$ cat config.mk
export PLATFORM = sky130hd
export DESIGN_NAME = automatic_gear_shift_scheduler
export DESIGN_NICKNAME = d
export VERILOG_FILES = /design/src/design/ags_pkg.sv /design/src/design/automatic_gear_shift_scheduler.sv
export SDC_FILE = /design/constraint.sdc
export NUM_CORES = 1
export LEC_CHECK = 0
export BUFFER_PORTS_ARGS = -buffer_cell sky130_fd_sc_hd__buf_2
export CAP_MARGIN = 20
export CELL_PAD_IN_SITES_DETAIL_PLACEMENT = 0
export CELL_PAD_IN_SITES_GLOBAL_PLACEMENT = 2
export CORE_ASPECT_RATIO = 1.5
export CORE_MARGIN = 5
export CORE_UTILIZATION = 40
export DETAILED_ROUTE_END_ITERATION = 7
export PLACE_DENSITY = 0.95
export SLEW_MARGIN = 20
export SYNTH_ARGS = -nofsm -noshare
export SYNTH_HDL_FRONTEND = slang
export SYNTH_SLANG_ARGS = --single-unit
$ cat constraint.sdc
create_clock -name clk -period 10.5 [get_ports clk]
set_clock_uncertainty 0.05 [all_clocks]
set_input_delay 1.05 -clock clk [delete_from_list [all_inputs] [get_ports clk]]
set_output_delay 1.05 -clock clk [all_outputs]
set_load 0.03 [all_outputs]
$ cat src/design/ags_pkg.sv
// Shared types and constants for the automatic gear shift scheduler.
// No dependencies.
package ags_pkg;

  localparam int SPEED_W   = 11;
  localparam int RPM_W     = 14;
  localparam int GEAR_W    = 8;
  localparam int TGEAR_W   = 3;
  localparam int ATTEMPT_W = 10;
  localparam int LIMIT_W   = 16;
  localparam int CFG_IDX_W = 3;
  localparam int CFG_DATA_W = 16;

  localparam int TICK_MS_DEF     = 100;
  localparam int RUNNING_RPM_DEF = 500;
  localparam int TOP_GEAR_DEF    = 4;

  localparam logic [LIMIT_W-1:0]   LIMIT_RST  = 16'd300;
  localparam logic [SPEED_W-1:0]   UP1_RST    = 11'd176;
  localparam logic [SPEED_W-1:0]   UP2_RST    = 11'd352;
  localparam logic [SPEED_W-1:0]   UP3_RST    = 11'd456;
  localparam logic [SPEED_W-1:0]   DN2_RST    = 11'd152;
  localparam logic [SPEED_W-1:0]   DN3_RST    = 11'd312;
  localparam logic [SPEED_W-1:0]   DN4_RST    = 11'd400;
  localparam logic [TGEAR_W-1:0]   GEAR1      = 3'd1;
  localparam logic [TGEAR_W-1:0]   GEAR2      = 3'd2;
  localparam logic [TGEAR_W-1:0]   GEAR3      = 3'd3;
  localparam logic [TGEAR_W-1:0]   GEAR4      = 3'd4;
  localparam logic [ATTEMPT_W-1:0] ATTEMPT_MAX = '1;

  typedef enum logic [CFG_IDX_W-1:0] {
    REG_AUTO_MODE = 3'd0,
    REG_LIMIT_MS  = 3'd1,
    REG_UP1       = 3'd2,
    REG_UP2       = 3'd3,
    REG_UP3       = 3'd4,
    REG_DN2       = 3'd5,
    REG_DN3       = 3'd6,
    REG_DN4       = 3'd7
  } cfg_reg_t;

  typedef enum logic [2:0] {
    ACT_HOLD   = 3'd0,
    ACT_UP     = 3'd1,
    ACT_DOWN   = 3'd2,
    ACT_MANUAL = 3'd3,
    ACT_FORCED = 3'd4
  } action_t;

endpackage

$ cat src/design/automatic_gear_shift_scheduler.sv
// Automatic gear shift scheduler: top level, one module.
// Path of a beat: input register, then result register.
// Throughput: one beat per clock unless out_ready stalls; the decision logic between
// the registers is a handful of compares, one constant multiply, gear/attempt update.
// Reset (rst_n, synchronous): config to defaults, tracked gear 1, attempts 0,
// both pipeline stages empty. Depends on ags_pkg.
module automatic_gear_shift_scheduler #(
  parameter int TICK_MS     = ags_pkg::TICK_MS_DEF,
  parameter int RUNNING_RPM = ags_pkg::RUNNING_RPM_DEF,
  parameter int TOP_GEAR    = ags_pkg::TOP_GEAR_DEF
) (
  input  logic                           clk,
  input  logic                           rst_n,
  // configuration write port
  input  logic                           cfg_we,
  input  logic [ags_pkg::CFG_IDX_W-1:0]  cfg_index,
  input  logic [ags_pkg::CFG_DATA_W-1:0] cfg_wdata,
  // input channel
  input  logic                           in_valid,
  output logic                           in_ready,
  input  logic [ags_pkg::SPEED_W-1:0]    in_vehicle_speed,
  input  logic                           in_throttle_active,
  input  logic [ags_pkg::RPM_W-1:0]      in_engine_rpm,
  input  logic [ags_pkg::GEAR_W-1:0]     in_reported_gear,
  input  logic [ags_pkg::GEAR_W-1:0]     in_manual_gear,
  // result channel
  output logic                           out_valid,
  input  logic                           out_ready,
  output logic [ags_pkg::GEAR_W-1:0]     out_gear_command,
  output logic [2:0]                     out_shift_action
);

  // attempts * TICK_MS product width, and the common compare width with the limit
  localparam int TICK_W = $clog2(TICK_MS + 1);
  localparam int PROD_W = ags_pkg::ATTEMPT_W + TICK_W;
  localparam int CMP_W  = (PROD_W > ags_pkg::LIMIT_W) ? PROD_W : ags_pkg::LIMIT_W;

  localparam logic [ags_pkg::RPM_W-1:0]   RUN_RPM = ags_pkg::RPM_W'(RUNNING_RPM);
  localparam logic [ags_pkg::TGEAR_W-1:0] TOP_G   = ags_pkg::TGEAR_W'(TOP_GEAR);
  localparam logic [TICK_W-1:0]           TICK_C  = TICK_W'(TICK_MS);

  // ---------------------------------------------------------------
  // Configuration registers
  // ---------------------------------------------------------------
  logic                          auto_mode_r;
  logic [ags_pkg::LIMIT_W-1:0]   limit_ms_r;
  logic [ags_pkg::SPEED_W-1:0]   up1_r, up2_r, up3_r;
  logic [ags_pkg::SPEED_W-1:0]   dn2_r, dn3_r, dn4_r;

  always_ff @(posedge clk) begin
    if (!rst_n) begin
      auto_mode_r <= 1'b0;
      limit_ms_r  <= ags_pkg::LIMIT_RST;
      up1_r       <= ags_pkg::UP1_RST;
      up2_r       <= ags_pkg::UP2_RST;
      up3_r       <= ags_pkg::UP3_RST;
      dn2_r       <= ags_pkg::DN2_RST;
      dn3_r       <= ags_pkg::DN3_RST;
      dn4_r       <= ags_pkg::DN4_RST;
    end else if (cfg_we) begin
      case (ags_pkg::cfg_reg_t'(cfg_index))
        ags_pkg::REG_AUTO_MODE: auto_mode_r <= cfg_wdata[0];
        ags_pkg::REG_LIMIT_MS:  limit_ms_r  <= cfg_wdata;
        ags_pkg::REG_UP1:       up1_r       <= cfg_wdata[ags_pkg::SPEED_W-1:0];
        ags_pkg::REG_UP2:       up2_r       <= cfg_wdata[ags_pkg::SPEED_W-1:0];
        ags_pkg::REG_UP3:       up3_r       <= cfg_wdata[ags_pkg::SPEED_W-1:0];
        ags_pkg::REG_DN2:       dn2_r       <= cfg_wdata[ags_pkg::SPEED_W-1:0];
        ags_pkg::REG_DN3:       dn3_r       <= cfg_wdata[ags_pkg::SPEED_W-1:0];
        ags_pkg::REG_DN4:       dn4_r       <= cfg_wdata[ags_pkg::SPEED_W-1:0];
        default: ;
      endcase
    end
  end

  // ---------------------------------------------------------------
  // Pipeline control: input register feeds the result register.
  // Stage 1 advances whenever the result register is empty or being drained,
  // so a new beat is taken every clock while the consumer keeps up.
  // ---------------------------------------------------------------
  logic s1_valid_r;
  logic out_valid_r;
  logic advance;

  assign advance  = s1_valid_r && (!out_valid_r || out_ready);
  assign in_ready = !s1_valid_r || advance;

  // input register payload
  logic [ags_pkg::SPEED_W-1:0] speed_r;
  logic                        throttle_r;
  logic [ags_pkg::RPM_W-1:0]   rpm_r;
  logic [ags_pkg::GEAR_W-1:0]  reported_r;
  logic [ags_pkg::GEAR_W-1:0]  manual_r;

  always_ff @(posedge clk) begin
    if (!rst_n) begin
      s1_valid_r <= 1'b0;
    end else if (in_ready) begin
      s1_valid_r <= in_valid;
    end
  end

  always_ff @(posedge clk) begin
    if (in_valid && in_ready) begin
      speed_r    <= in_vehicle_speed;
      throttle_r <= in_throttle_active;
      rpm_r      <= in_engine_rpm;
      reported_r <= in_reported_gear;
      manual_r   <= in_manual_gear;
    end
  end

  // ---------------------------------------------------------------
  // Shift decision
  // ---------------------------------------------------------------
  logic [ags_pkg::TGEAR_W-1:0]   gear_r, gear_nxt;
  logic [ags_pkg::ATTEMPT_W-1:0] attempts_r, attempts_nxt;
  logic [ags_pkg::ATTEMPT_W-1:0] attempts_inc;

  logic [ags_pkg::SPEED_W-1:0] up_thr, dn_thr;
  logic [PROD_W-1:0]           elapsed_ms;
  logic                        forced, do_up, do_down;
  logic [ags_pkg::GEAR_W-1:0]  cmd_nxt;
  ags_pkg::action_t            act_nxt;

  // gears without a threshold register read 0; the gear range checks
  // keep those values out of any decision
  always_comb begin
    case (gear_r)
      ags_pkg::GEAR1: up_thr = up1_r;
      ags_pkg::GEAR2: up_thr = up2_r;
      ags_pkg::GEAR3: up_thr = up3_r;
      default:        up_thr = '0;
    endcase
    case (gear_r)
      ags_pkg::GEAR2: dn_thr = dn2_r;
      ags_pkg::GEAR3: dn_thr = dn3_r;
      ags_pkg::GEAR4: dn_thr = dn4_r;
      default:        dn_thr = '0;
    endcase
  end

  assign elapsed_ms = PROD_W'(attempts_r) * PROD_W'(TICK_C);

  // engine stopped, or the run of attempts has used up the time budget
  assign forced = (rpm_r <= RUN_RPM) ||
                  (CMP_W'(elapsed_ms) >= CMP_W'(limit_ms_r));
  assign do_up   = (speed_r > up_thr) && throttle_r && (gear_r < TOP_G);
  assign do_down = (speed_r < dn_thr) && (gear_r > ags_pkg::GEAR1);

  // saturating attempt count
  assign attempts_inc = (attempts_r == ags_pkg::ATTEMPT_MAX) ? attempts_r
                                                             : attempts_r + 1'b1;

  always_comb begin
    gear_nxt     = gear_r;
    attempts_nxt = attempts_r;
    if (!auto_mode_r) begin
      cmd_nxt = manual_r;
      act_nxt = ags_pkg::ACT_MANUAL;
    end else if (forced) begin
      cmd_nxt      = reported_r;
      act_nxt      = ags_pkg::ACT_FORCED;
      attempts_nxt = '0;
    end else if (do_up) begin
      gear_nxt     = gear_r + 1'b1;
      cmd_nxt      = ags_pkg::GEAR_W'(gear_nxt);
      act_nxt      = ags_pkg::ACT_UP;
      attempts_nxt = attempts_inc;
    end else if (do_down) begin
      gear_nxt     = gear_r - 1'b1;
      cmd_nxt      = ags_pkg::GEAR_W'(gear_nxt);
      act_nxt      = ags_pkg::ACT_DOWN;
      attempts_nxt = attempts_inc;
    end else begin
      cmd_nxt      = ags_pkg::GEAR_W'(gear_r);
      act_nxt      = ags_pkg::ACT_HOLD;
      attempts_nxt = '0;
    end
  end

  // state moves only when a beat passes into the result register
  always_ff @(posedge clk) begin
    if (!rst_n) begin
      gear_r     <= ags_pkg::GEAR1;
      attempts_r <= '0;
    end else if (advance) begin
      gear_r     <= gear_nxt;
      attempts_r <= attempts_nxt;
    end
  end

  // ---------------------------------------------------------------
  // Result register
  // ---------------------------------------------------------------
  logic [ags_pkg::GEAR_W-1:0] cmd_r;
  ags_pkg::action_t           act_r;

  always_ff @(posedge clk) begin
    if (!rst_n) begin
      out_valid_r <= 1'b0;
    end else if (advance) begin
      out_valid_r <= 1'b1;
    end else if (out_ready) begin
      out_valid_r <= 1'b0;
    end
  end

  always_ff @(posedge clk) begin
    if (advance) begin
      cmd_r <= cmd_nxt;
      act_r <= act_nxt;
    end
  end

  assign out_valid        = out_valid_r;
  assign out_gear_command = cmd_r;
  assign out_shift_action = act_r;

endmodule

== Word level (Yosys, flattened, before mapping) ==
Cells that the tools add are included.
Operators by class
  $add $sub $neg: 3
  multiply operators: 1
  magnitude comparators: 6
  equality and inequality tests: 12
  muxes and demuxes: 17
  bitwise logic cells: 1
  reductions and logical operators: 23
Operators with widths (count)
  11-bit case mux with 3 select lines: 2
  10-bit 2-to-1 mux: 4
  2-bit AND reduction: 9
  17-bit by 16-bit greater-or-equal comparator with 1-bit output: 1
  8-bit 2-to-1 mux: 2
  3-bit equality test (second input constant): 5
  10-bit by 5-bit multiplier with 15-bit output (second input constant): 1
  3-bit 2-to-1 mux: 5
  14-bit by 9-bit less-or-equal comparator with 1-bit output (second input constant): 1
  3-bit by 2-bit equality test with 1-bit output (second input constant): 4
  11-bit > comparator: 1
  11-bit less-than comparator: 1
  10-bit by 1-bit adder with 10-bit output (second input constant): 1
  10-bit equality test (second input constant): 1
  3-bit by 1-bit equality test with 1-bit output (second input constant): 2
  1-bit logical AND: 5
  2-bit 2-to-1 mux: 2
  4-bit AND reduction: 1
  2-bit nonzero test: 2
  3-bit by 1-bit adder with 3-bit output (second input constant): 1
  3-bit by 1-bit > comparator with 1-bit output (second input constant): 1
  3-bit zero test: 1
  1-bit logical OR: 3
  3-bit less-than comparator (second input constant): 1
  4 further kinds: 6
Storage, ports and cells
  bits in registers: 151
  output and inout port bits: 13
  logic and storage cells: 82

== Depth between registers and ports, before layout ==
Gate-level depths: netlist (run 1).
  word-level depth: 8
  gate-level depth with buffers: 19
  depth with buffers taken out: 19

== Worst setup path after synthesis (run 1) ==
OpenSTA, ideal clock, no wires.
  kind: reg2reg
  start point: reg attempts_r[6] in the netlist's numbering
  end point: reg cmd_r (netlist bit out_gear_command[2]), data pin
  setup time: 0.256 ns
  arrival time: 4.299 ns
  required time: 10.194 ns
  setup slack: 5.895 ns
  stages on the path, launching flop included: 20
  cells stage by stage: dfxtp_1 ha_1 ha_1 inv_1 fa_1 inv_1 ha_1 inv_1 o31ai_1 a21o_1 a21oi_1 xnor2_1 ha_1 a2111oi_0 o21ai_0 a21oi_1 o221ai_1 nor2_1 o22ai_1 a31o_2
Between the ends
  word-level cells in the longest chain between the ends: 5
Ends and longest elaborated chain
  from (decl): RTL line automatic_gear_shift_scheduler.sv:116  | logic [ags_pkg::ATTEMPT_W-1:0] attempts_r, attempts_nxt;
  from (signal assigned): RTL line automatic_gear_shift_scheduler.sv:188  | attempts_r <= attempts_nxt;
  10-bit by 5-bit multiplier with 15-bit output: RTL line automatic_gear_shift_scheduler.sv:142  | assign elapsed_ms = PROD_W'(attempts_r) * PROD_W'(TICK_C);
  17-bit by 16-bit greater-or-equal comparator with 1-bit output: RTL line automatic_gear_shift_scheduler.sv:146  | (CMP_W'(elapsed_ms) >= CMP_W'(limit_ms_r));
  1-bit logical OR: RTL line automatic_gear_shift_scheduler.sv:145  | assign forced = (rpm_r <= RUN_RPM) ||
  8-bit 2-to-1 mux: RTL line automatic_gear_shift_scheduler.sv:160  | end else if (forced) begin
  8-bit 2-to-1 mux: RTL line automatic_gear_shift_scheduler.sv:157  | if (!auto_mode_r) begin
  via cmd_nxt (one bit): RTL line automatic_gear_shift_scheduler.sv:122  | logic [ags_pkg::GEAR_W-1:0] cmd_nxt;
  to (signal assigned): RTL line automatic_gear_shift_scheduler.sv:210  | cmd_r <= cmd_nxt;
  to (decl): RTL line automatic_gear_shift_scheduler.sv:195  | logic [ags_pkg::GEAR_W-1:0] cmd_r;
The timed path passes the listed nets, and every way through them passes these cells.
A chain may end at the register's enable or synchronous reset.

== Worst setup path after layout (run 1) ==
  start point: reg attempts_r[2] in the netlist's numbering
  end point: reg cmd_r (netlist bit out_gear_command[2]), data pin
The elaborated chain is that of the path after synthesis.

==> impl_metrics.json, run 1 <==
{
  "status": "complete, no violations",
  "yosysTopAreaCellShare_pct": 25.4,
  "period_share_pct": 48.9,
  "cp_slowest_cell": "nor2_1",
  "cp.depth": 17,
  "relSlewSlack_pct": 33.1,
  "fp.dieW_um": 124,
  "floorplan.die_area_mm2": 0.0223,
  "ios": 79,
  "critPathKind": "flop to flop",
  "cts_max_level": 4,
  "grt_max_degree": 95,
  "cts_tree": "built",
  "holdBufCountCts": 0,
  "dp.cells": 1128,
  "synth_cell_types": 53,
  "synth_seq_cells": 151,
  "postRouteAntennaNets": 0,
  "cap_viol_max_count": 0,
  "most-common-layout-cells": "nand2_1 (200), dfxtp_1 (98), buf_2 (78)",
  "clk_latency_ps": 420,
  "busiest_layer": "met2",
  "ys_top_cells_by_area": "dfxtp_1 (25%), edfxtp_1 (21%), ha_1 (12%)",
  "wl_mm": 19.5,
  "internal_power_uw": 1070,
  "cellPowerDensity_mw_per_mm2": 153,
  "drt-initial-drc-count": 420,
  "p_seq_share_pct": 46.2,
  "largest-register": "limit_ms_r",
  "worst_path_largest_cell_delay_ps": 560,
  "numPortBuffers": 78,
  "syn-num-nets": 976,
  "drt_pre_antenna_iters": 5,
  "grtUsageTotal_pct": 18.1,
  "worstPathCellList": "ha_1, ha_1, fa_1, ha_1, a211oi_1, o31ai_1, a21o_1, a21oi_1, xnor2_1, ha_1, a2111oi_0, o21ai_0, a21oi_1, o221ai_1, nor2_1, o22ai_1, a31o_2",
  "antenna_found_initial": 0,
  "min_period_ps": 5140,
  "grt_use_met3_pct": 2.92,
  "grt_pass1_vias": 6051,
  "cts_buffer_depth": 2,
  "drv_slew": 0,
  "cpMostUsedCell": "ha_1",
  "layout_commonest_cell": "nand2_1",
  "core_mm2": 0.0191,
  "via_per_inst": 5.13,
  "grtUsageMet1_pct": 20.4,
  "hold_violations": 0,
  "largest_reg_flops": 16,
  "clkSlewWorstSetupHoldPaths_ps": 60,
  "setup-violations-final": 0,
  "synth_top_flop_cell": "dfxtp_1",
  "syn_area_mm2": 0.00773,
  "worstPathRequired_ps": 10630,
  "drive_gt1_share_pct": 13.2,
  "drc": 0,
  "ys_seq_area_share_pct": 46.0,
  "num_vias": 5949,
  "p_comb_share_pct": 5.9,
  "clock.fmax_mhz": 195,
  "top_regs": "limit_ms_r x16, rpm_r x14",
  "crit_buf_inv": 0,
  "initial_core_util_pct": 40.5,
  "grt_pass1_wl_mm": 31.0,
  "worstHoldPathType": "flop to flop",
  "cpLargestDelayFamily": "compound AO/OA/AOI/OAI gates",
  "avgRoutedWirePerCell_um": 16.8,
  "max-vdd-ir-drop_uv": 107,
  "place.gp.congestion": 0.835,
  "async_flop_share_pct": 0,
  "synth_largest_area_cell": "dfxtp_1",
  "synth-edff-count": 53,
  "swShare_pct": 22.6,
  "finalSetupTns_ps": 0,
  "hpwlAfterDp_mm": 14.1,
  "cp-end-kind": "flop",
  "crit_fanout": 9,
  "die_h_um": 180,
  "syn_inst": 828,
  "num_rows": 62,
  "rr_worst_depth": 17,
  "syn_area_per_cell_um2": 9.34,
  "power_leakage_uw": 0.00380,
  "p_sw_uw": 311,
  "clockPowerShare_pct": 47.9,
  "overflow": 0,
  "cts-resized-gates": 0,
  "cts_sinks": 151,
  "startpoint_type": "flop",
  "cp.arrival_ps": 5270,
  "cts_made_buffers": 17,
  "postCtsSetupBuffers": 0,
  "final_nets": 1039,
  "min_path_cells": 2,
  "clockRootBuffer": "clkbuf_16",
  "grtUsageMet2_pct": 33.3,
  "rsz0062_at_grt": "no",
  "yosysWarnings": 0,
  "worst_pin_slew_ps": 1000,
  "area_growth_pct": 15.9,
  "finalNonFillerCells": 1160,
  "num_antenna_cells": 0
}
## cell usage after synthesis (8+ instances only)
library cell  number
nand2_1          200
dfxtp_1           98
ha_1              77
inv_1             59
a21boi_0          58
edfxtp_1          53
clkbuf_1          36
nand3_1           31
nor2_1            28
a21oi_1           24
a222oi_1          22
o21ai_0           15
nor2b_1           10
xnor2_1            9
nand4_1            8
## metal layers
metal / wire length (um) / vias to the layer above / share of wire, %
li1: - / 3021 / -
met1: 7720 / 2773 / 40
met2: 10500 / 129 / 54
met3: 787 / 26 / 4.0
met4: 500 / 0 / 2.6
met5: 0 / - / 0
## path summary, 6_finish.rpt
path / slack [ps] / startpoint / endpoint
setup / recovery: 5360 / attempts_r[2] / out_gear_command[2]
hold / removal: 410 / limit_ms_r[0] / limit_ms_r[0]
setup reg to reg: 5360 / attempts_r[2] / out_gear_command[2]
hold reg to reg: 410 / limit_ms_r[0] / limit_ms_r[0]
## through the flow
| step | setup WS (ps) | power [uW] | hold WS, ps | cell area [um2] | utilization [%] |
|---|---|---|---|---|---|
| after global placement | 5400 | 729 | 402 | 8330 | 43.6 |
| final | 5360 | 1380 | 414 | 8960 | 47.0 |
| after detailed placement | 5330 | 730 | 409 | 8330 | 43.6 |
| after floorplan | 5900 | 695 | 390 | 7730 | - |
| after global routing | 4830 | 1420 | 435 | 8960 | 47.0 |
| after CTS | 5340 | 1390 | 418 | 8960 | 47.0 |
## final cells by class
| class | count | area [um2] |
|---|---|---|
| Clock inverter | 13 | 194 |
| Fill cell | 1915 | 10100 |
| Inverter | 59 | 221 |
| Multi-Input combinational cell | 580 | 3810 |
| Tap cell | 256 | 320 |
| Clock buffer | 19 | 443 |
| Sequential cell | 151 | 3550 |
| Timing Repair Buffer | 82 | 420 |
## tightest hold or removal path: cells and delay by family, from the launching register on
kind               cells  cell delay, ps
AOI/OAI and AO/OA      1              60
and+or+nand+nor        1              50
DFF                    1             310
## power groups by stage
stage	combinational (uW)	sequential [uW]	clock [uW]
after global placement	80.9	648	0
after CTS	82.3	635	670
after detailed placement	81.7	648	0
final	81.3	635	659
after global routing	90.9	637	697
after floorplan	46.0	649	0
## cell families (layout without fill, tap and decap cells)
logic type,Yosys count,in the layout,share of synthesized area (%)
AND/OR/NAND/NOR,309,309,17.2
AO/OA/AOI/OAI,170,170,16.1
buffers and inverters,97,173,4.76
adder cells (fa/ha/maj),82,82,13.8
multiplexers,3,3,0.388
XOR/XNOR,16,16,1.81
flip-flops,151,151,46.0
(Power assumes the default switching activity.)
==> run 2: changes to the inputs <==
- CORE_UTILIZATION: 40 -> 34
- PLACE_DENSITY: 0.95 -> 0.88
- clock period: 10.5 -> 4.2 ns (I/O delays scaled with it)
==> run 2 against run 1 <==
  * The flow now finishes with violations (setup timing)
  * Design area rose by 8.7%
  * Fmax grew 20%
  * Combinational power grew to 2.7 times the previous value
  * Sequential share of layout area shrank 3.0 points
  * Register-to-register slack worse by 5400 ps
  * Cell count up 5.9%
  * Flip-flop and latch count did not move
  * Wire length increased by 9.3%
  * First-iteration DRC count fell by 15%
  * Global-route usage down 1.6 points
  * Critical path type unchanged
==> impl_metrics.json, run 2 (synthesis results as in run 1) <==
{
  "clk_latency_ps": 430,
  "multiInputGateArea_mm2": 0.00417,
  "hpwlAfterDp_mm": 15.2,
  "fin_area_mm2": 0.00974,
  "clkSlewWorstSetupHoldPaths_ps": 60,
  "clock.fmax_mhz": 235,
  "cts_buffer_depth": 2,
  "min_period_ps": 4260,
  "cp.arrival_ps": 4520,
  "via_per_inst": 5.06,
  "grt_pass1_wl_mm": 33.4,
  "largest_reg_flops": 16,
  "cp-startpoint": "attempts_r[4]",
  "period_share_pct": 101,
  "numPortBuffers": 78,
  "cts_sinks": 151,
  "worstHoldPathType": "input pin to flop",
  "most-common-layout-cells": "nand2_1 (199), dfxtp_1 (92), buf_2 (78)",
  "worst_path_largest_cell_delay_ps": 510,
  "status": "finished, violations left",
  "worst_pin_slew_ps": 1070,
  "num_rows": 67,
  "p_seq_share_pct": 45.8,
  "p_comb_share_pct": 6.3,
  "die_h_um": 195,
  "cts_tree": "built",
  "cpLargestDelayFamily": "adder cells",
  "wl_mm": 21.3,
  "post-route-worst-setup-slack_ps": -62.6,
  "fillCellCount": 2210,
  "overflow": 0,
  "postPlaceCellArea_mm2": 0.00876,
  "grt_pass1_vias": 6392,
  "antenna_found_initial": 1,
  "drv_slew": 0,
  "setup-violations-final": 13,
  "min_path_cells": 1,
  "grtUsageTotal_pct": 16.4,
  "min-delay-start": "in_vehicle_speed[9]",
  "core_mm2": 0.0224,
  "cpMostUsedCell": "ha_4",
  "fp.dieW_um": 133,
  "place.gp.congestion": 0.802,
  "swShare_pct": 22.9,
  "cp-end-kind": "flop",
  "cp.depth": 20,
  "worstPathRequired_ps": 4460,
  "drt_pre_antenna_iters": 5,
  "ios": 79,
  "drt-initial-drc-count": 359,
  "cap_viol_max_count": 0,
  "holdWs_ps": 115,
  "holdBufCountCts": 0,
  "hold_violations": 0,
  "clockPowerShare_pct": 47.9,
  "cts_made_buffers": 17,
  "crit_buf_inv": 3,
  "p_sw_uw": 791,
  "rsz0062_at_grt": "yes",
  "power_leakage_uw": 0.00406,
  "relSlewSlack_pct": 28.5,
  "drc": 0,
  "num_vias": 6214,
  "cp_slowest_cell": "fa_1",
  "grt_max_degree": 44,
  "top_regs": "limit_ms_r x16, rpm_r x14",
  "critPathKind": "flop to flop",
  "max-vdd-ir-drop_uv": 255,
  "regArea_mm2": 0.00357,
  "largest-register": "limit_ms_r",
  "layout_commonest_cell": "nand2_1",
  "area_growth_pct": 26.0,
  "clockRootBuffer": "clkbuf_16",
  "rr_worst_depth": 20,
  "cellPowerDensity_mw_per_mm2": 355,
  "drive_gt1_share_pct": 22.8,
  "violations": "setup timing",
  "postRouteAntennaNets": 0,
  "initial_core_util_pct": 34.5,
  "reg2reg_from": "attempts_r[4]",
  "avgRoutedWirePerCell_um": 17.4,
  "crit_fanout": 5,
  "startpoint_type": "flop",
  "floorplan.die_area_mm2": 0.0259,
  "internal_power_uw": 2670,
  "worstPathCellList": "ha_4, ha_4, inv_2, fa_1, inv_2, ha_4, o21ai_4, o31ai_4, a21o_1, a21oi_2, xnor2_1, ha_2, o21a_1, o21ai_2, nand3b_1, o221ai_4, a211oi_4, buf_4, o21ai_4, nor2_1",
  "cts_max_level": 4,
  "final_nets": 1087
}
-- run 2: cell types whose count changed in the layout (fill, tap and decap cells not counted), sizes merged --
cell / change
o21ai: +1
clkinvlp: -2
buf: +47
bufinv: -1
inv: +1
clkbuf: +2
diode: +1
-- run 2: power by group through the flow --
stage                     combinational (uW)  clock, uW  sequential (uW)
final                                    218       1660             1590
after global routing                     245       1750             1590
after CTS                                213       1700             1590
after detailed placement                 209          0             1620
after global placement                   207          0             1620
after floorplan                          115          0             1620
-- run 2: through the flow --
step	cells	total power (uW)	TNS [ps]	worst slack [ps]	util (%)
after floorplan	828	1740	0	6.89	-
after global placement	1189	1830	-4110	-234	39.1
after detailed placement	1189	1830	-5460	-310	39.1
after CTS	1226	3490	0	7.32	42.8
after global routing	1229	3590	-3400	-196	43.5
final	1229	3460	-469	-62.6	43.5
-- run 2: layout make-up --
| class | count | area share (%) |
|---|---|---|
| clock inverter | 11 | 1.61 |
| timing repair buffer | 129 | 8.18 |
| inverter | 59 | 2.27 |
| clock buffer | 21 | 4.96 |
| multi-input combinational | 581 | 42.8 |
| sequential | 151 | 36.6 |
| tap | 276 | 3.55 |
| antenna | 1 | 0.0257 |
-- run 2: per-layer routing --
| layer | part of all wire [%] | global-route usage, % | vias up |
|---|---|---|---|
| met5 | 0 | 0 | - |
| li1 | - | - | 3117 |
| met1 | 39 | 17.9 | 2960 |
| met2 | 55 | 31.0 | 110 |
| met4 | 2.7 | 5.95 | 0 |
| met3 | 3.4 | 3.39 | 27 |
-- run 2: timing repair --
| item | CTS | global route |
|---|---|---|
| resized for setup | 25 | 30 |
| pin swaps | 17 | 27 |
| hold endpoints to repair | 0 | 0 |
| setup buffers | 5 | 1 |
| gates cloned | 0 | 1 |
| endpoints found under the setup margin | 24 | 24 |
-- run 2: final timing paths --
| check | endpoint | slack, ps |
|---|---|---|
| worst min-delay path | speed_r[9] | 110 |
| worst max register to register | attempts_r[6] | -60 |
| worst max-delay path | attempts_r[6] | -60 |
| worst min register to register | dn4_r[5] | 410 |
